### src/design/qte_pkg.sv
// shared types, widths and constants for the quaternion to euler angle converter
package qte_pkg;

   // front-end operand width: sums of two products times two
   localparam int OW = 34;
   // cordic datapath width and angle width (30 fraction bits)
   localparam int CW = 45;
   localparam int ZW = 34;
   // square root: radicand, root and trial widths
   localparam int RW = 57;
   localparam int QW = 29;
   localparam int TW = 60;
   localparam int SQRT_BITS = 29;
   // normalisation: operands brought up until the magnitude reaches bit NORM_TOP
   localparam int NORM_TOP = 40;
   localparam int NORM_CELLS = 6;
   localparam int NORM_FIRST = 32;
   localparam int TABLE_LEN = 24;

   localparam logic signed [OW-1:0] ONE_Q28 = 34'sd268435456;
   localparam logic signed [ZW-1:0] PI_Q30 = 34'sd3373259426;
   localparam logic signed [ZW-1:0] HALF_PI_Q30 = 34'sd1686629713;
   localparam logic signed [22:0] DEG_PER_RAD_Q16 = 23'sd3754936;

   // atan(2^-i) with 30 fraction bits
   localparam logic [31:0] ATAN_TAB [TABLE_LEN] = '{
      32'd843314857, 32'd497837829, 32'd263043837, 32'd133525159, 32'd67021687,
      32'd33543516, 32'd16775851, 32'd8388437, 32'd4194283, 32'd2097149,
      32'd1048576, 32'd524288, 32'd262144, 32'd131072, 32'd65536, 32'd32768,
      32'd16384, 32'd8192, 32'd4096, 32'd2048, 32'd1024, 32'd512, 32'd256, 32'd128
   };

   typedef struct packed {
      logic signed [15:0] quat_w;
      logic signed [15:0] quat_x;
      logic signed [15:0] quat_y;
      logic signed [15:0] quat_z;
   } req_payload_type;

   typedef struct packed {
      logic signed [15:0] angle_about_x;
      logic signed [15:0] angle_about_y;
      logic signed [15:0] angle_about_z;
      logic               y_saturated;
   } rsp_payload_type;

   // vector handed from cell to cell in a cordic lane
   typedef struct packed {
      logic signed [CW-1:0] x;
      logic signed [CW-1:0] y;
      logic signed [ZW-1:0] z;
      logic                 hold;
   } cordic_vec_type;

endpackage

### src/design/qte_sqrt_cell.sv
// one result bit of the integer square root chain
module qte_sqrt_cell #(
   parameter int BIT = 0
) (
   input  logic                    clock,
   input  logic                    en,
   input  logic [qte_pkg::RW-1:0]  src_rem,
   input  logic [qte_pkg::QW-1:0]  src_root,
   output logic [qte_pkg::RW-1:0]  dst_rem,
   output logic [qte_pkg::QW-1:0]  dst_root
);
   import qte_pkg::*;

   logic [TW-1:0] trial;
   logic          fits;
   logic [RW-1:0] rem_ff, rem_in;
   logic [QW-1:0] root_ff, root_in;

   // (root + 2^bit)^2 - root^2
   assign trial = (TW'(src_root) << (BIT + 1)) + (TW'(1) << (2 * BIT));
   assign fits  = TW'(src_rem) >= trial;

   always_comb begin
      rem_in  = src_rem;
      root_in = src_root;
      if (fits) begin
         rem_in  = RW'(TW'(src_rem) - trial);
         root_in = src_root | (QW'(1) << BIT);
      end
   end

   always_ff @(posedge clock) begin
      if (en) begin
         rem_ff  <= rem_in;
         root_ff <= root_in;
      end
   end

   assign dst_rem  = rem_ff;
   assign dst_root = root_ff;
endmodule

### config.mk
export PLATFORM = sky130hd
export DESIGN_NAME = qte_sqrt_cell
export DESIGN_NICKNAME = d
export VERILOG_FILES = /design/src/design/qte_pkg.sv /design/src/design/qte_sqrt_cell.sv
export SDC_FILE = /design/constraint.sdc
export NUM_CORES = 1
export LEC_CHECK = 0
export BUFFER_PORTS_ARGS = -buffer_cell sky130_fd_sc_hd__buf_2
export CAP_MARGIN = 20
export CORE_MARGIN = 1
export CORE_UTILIZATION = 57
export CTS_BUF_LIST = sky130_fd_sc_hd__clkbuf_4
export CTS_CLUSTER_SIZE = 8
export DETAILED_ROUTE_END_ITERATION = 8
export PLACE_DENSITY = 0.92
export SYNTH_ARGS = -nofsm -noshare
export SYNTH_HDL_FRONTEND = slang
export SYNTH_SLANG_ARGS = --single-unit
export TNS_END_PERCENT = 50
### constraint.sdc
create_clock -name clock -period 5.3 [get_ports clock]
set_clock_uncertainty 0.05 [all_clocks]
set_input_delay 0.795 -clock clock [delete_from_list [all_inputs] [get_ports clock]]
set_output_delay 0.795 -clock clock [all_outputs]
set_load 0.02 [all_outputs]
==> metrics <==
worst hold path type in -> reg; switch share 33.9%; Pleak 2.81 nW; Flop pwr share 48.4%; fmax 260 MHz; 1st-pass router iterations 6; 1st-iter DRT viols 288; global-route wire length before repair 21,600 µm; Rows 35; pin count of the biggest net entering global routing 87; fin crit share 72.7%; Placed Area 0.00644 mm²; number of enable flip-flop cells after synthesis 86; WP data arrival 4010 ps; post-detail-place hpwl 10,600 µm; CP Capture Type flop; final setup margin 1450 ps; switching pwr 0.000601 W; boundary pin count 174; Resized Gates After CTS 0; Slew HR 29.1%; clock root cell clkbuf_4; Max-Cap Viols 0; Final Hold Violating Endpoints 0; TNS Setup 0 ps; clk sink count 86; area of the die 0.0100 mm²; fin cells 837; Core Area 0.00928 mm²; Crit path required time 5460 ps; CP Class in -> reg; Yosys Warn Count 0; grt ovf 0; setup violators final 0; effective utilization at floorplan 59.1%; Critical Path Start Type input port; GRT Total Usage 27.5%; Die Y-Extent 100 µm; status complete, no violations; Via density 5.78; Logic pwr share 28.4%; share of layout cells above drive strength 1 29.0%; WHS 462 ps; Int Power 0.00117 W; Num CTS Buffers 9; library cells used by synthesis 55; gp weighted congestion 0.944; drt total wl 14,000 µm; Area growth syn-to-layout 20.0%; PwrDens 269 mW/mm²; Hold Crit Depth 1; fin. max-slew vios 0; htree depth 3; Synthesized Nets 657; RSZ-0062 raised after global routing no; Hold Path End dst_root[7]; DRT antenna net count 0; via count 4,840; hold_buf cts 0; fraction of registers with async set/reset 0%; WL/cell 16.7 µm; cells after synthesis 538; clock slew at reported path FFs 160 ps; setup bufs post-CTS 0; setup slack at placement 1040 ps; CTS tree built; fill count 716; port bufs 173; Post-Place Cells 821; Crit Path Max Fanout 41; measured slew at the worst slew-check pin 1060 ps; Period minus WS final 3850 ps; antenna violations before repair 0; HP Start src_root[7]; ant diodes 0; peak supply drop 0.123 mV; maximum clock insertion buffer count 2; Seq cells post-synth 86; Layout Nets 822; synthesized area 0.00549 mm²; Synth Flop Type edfxtp_1; design area 0.00659 mm²; vias in the first global route 4,563; syn_area_per_cell 10.2 µm²; Die X 100 µm; Seq/Total Area, Yosys 47.0%; DRC Markers 0; clock group share of total power 23.2%
[how the worst max path moves through the flow]
stage,to,startpoint,slack (ps),depth (start not counted)
2_1_floorplan,dst_rem[14],src_root[27],1870,12
4_1_cts,dst_rem[47],src_root[27],1510,12
3_3_place_gp,dst_rem[51],src_rem[28],1210,11
6_report,dst_rem[37],src_root[27],1450,12
5_1_grt,dst_rem[37],src_rem[28],1280,11
3_5_place_dp,dst_rem[37],src_rem[28],1040,11
[Yosys cell counts (4+ instances only)]
master,n,area share [%]
o21ai_0,47,4.3
a21o_1,13,1.8
a21oi_1,29,2.6
buf_4,5,0.68
o21bai_1,5,0.68
clkbuf_1,13,0.89
nand3_1,10,0.91
or3_1,9,1.0
edfxtp_1,86,47
xor2_1,33,5.3
nor4_1,11,1.3
nor3_1,12,1.1
nor2_1,24,1.6
xnor2_1,22,3.5
nand2_1,68,4.7
inv_1,33,2.3
and4_1,4,0.64
nand4_1,8,0.91
a211oi_1,5,0.68
nor4b_1,5,0.80
ha_1,30,6.8
and3_1,5,0.57
nand2b_1,6,0.68
a31oi_1,5,0.57
[power by group through the flow]
stage,Sequential (W),Combinational [W],Clock (W)
final,0.000859,0.000504,0.000410
after global routing,0.000866,0.000545,0.000435
after CTS,0.000860,0.000499,0.000411
after detailed placement,0.000875,0.000496,0
after global placement,0.000873,0.000484,0
after floorplan,0.000975,0.000213,0
[worst max-delay path: stages]
cell       delay (ps)
buf_2              90
inv_1              40
ha_1              410
a21o_1            290
a2111oi_4         560
nand4_1           170
a31oi_1           280
nand2_1           140
o21ai_4           630
buf_12            290
nor3b_1            90
xor2_1            210
[cell families after synthesis]
group	count (synthesis)	share of synthesized area [%]
xor gates and xnor gates	55	8.78
DFF	86	47.0
buffers and inverters	54	4.33
AOI/OAI and AO/OA	125	14.4
muxes	1	0.205
adders and majority gates	31	7.20
and+or+nand+nor	186	18.0
[state kept, by name, summed over array words and instances (netlist names)]
signal    count
dst_root     29
dst_rem      57
[cell usage in the layout, fill, tap and decap left out, drive strengths merged, types with 5 or more instances in the layout]
| cell | count |
|---|---|
| buf | 175 |
| edfxtp | 86 |
| nand2 | 68 |
| o21ai | 48 |
| inv | 36 |
| xor2 | 33 |
| ha | 30 |
| a21oi | 29 |
| nor2 | 24 |
| xnor2 | 22 |
| a21o | 13 |
| nor3 | 12 |
| nor4 | 11 |
| nand3 | 10 |
| or3 | 9 |
| clkbuf | 9 |
| nand4 | 8 |
| nor4b | 8 |
| nand2b | 6 |
| and3 | 5 |
| a211oi | 5 |
| a31oi | 5 |
| o21bai | 5 |
[final cells by class]
class                           instances  area [µm²]  share of cell area [%]
Multi-Input combinational cell        398        2680                    40.6
Inverter                               33         124                    1.88
Clock inverter                          7        80.1                    1.22
Clock buffer                            9        67.6                    1.03
Sequential cell                        86        2580                    39.2
Tap cell                              129         161                    2.45
Timing Repair Buffer                  175         896                    13.6
[metal layers]
| metal | up-vias | wire length (µm) | track usage [%] |
|---|---|---|---|
| li1 | 2298 | - | - |
| met1 | 2237 | 5850 | 35.4 |
| met2 | 272 | 6820 | 47.0 |
| met3 | 33 | 992 | 4.39 |
| met4 | 0 | 318 | 10.4 |
| met5 | - | 0 | 0 |
[stage by stage]
step	utilization (%)	total power, W
CTS	71.0	0.00177
finish	71.0	0.00177
global route	71.0	0.00185
global placement	69.4	0.00136
floorplan	-	0.00119
detailed placement	69.4	0.00137
Note: power is estimated with default switching activity, not from simulation.
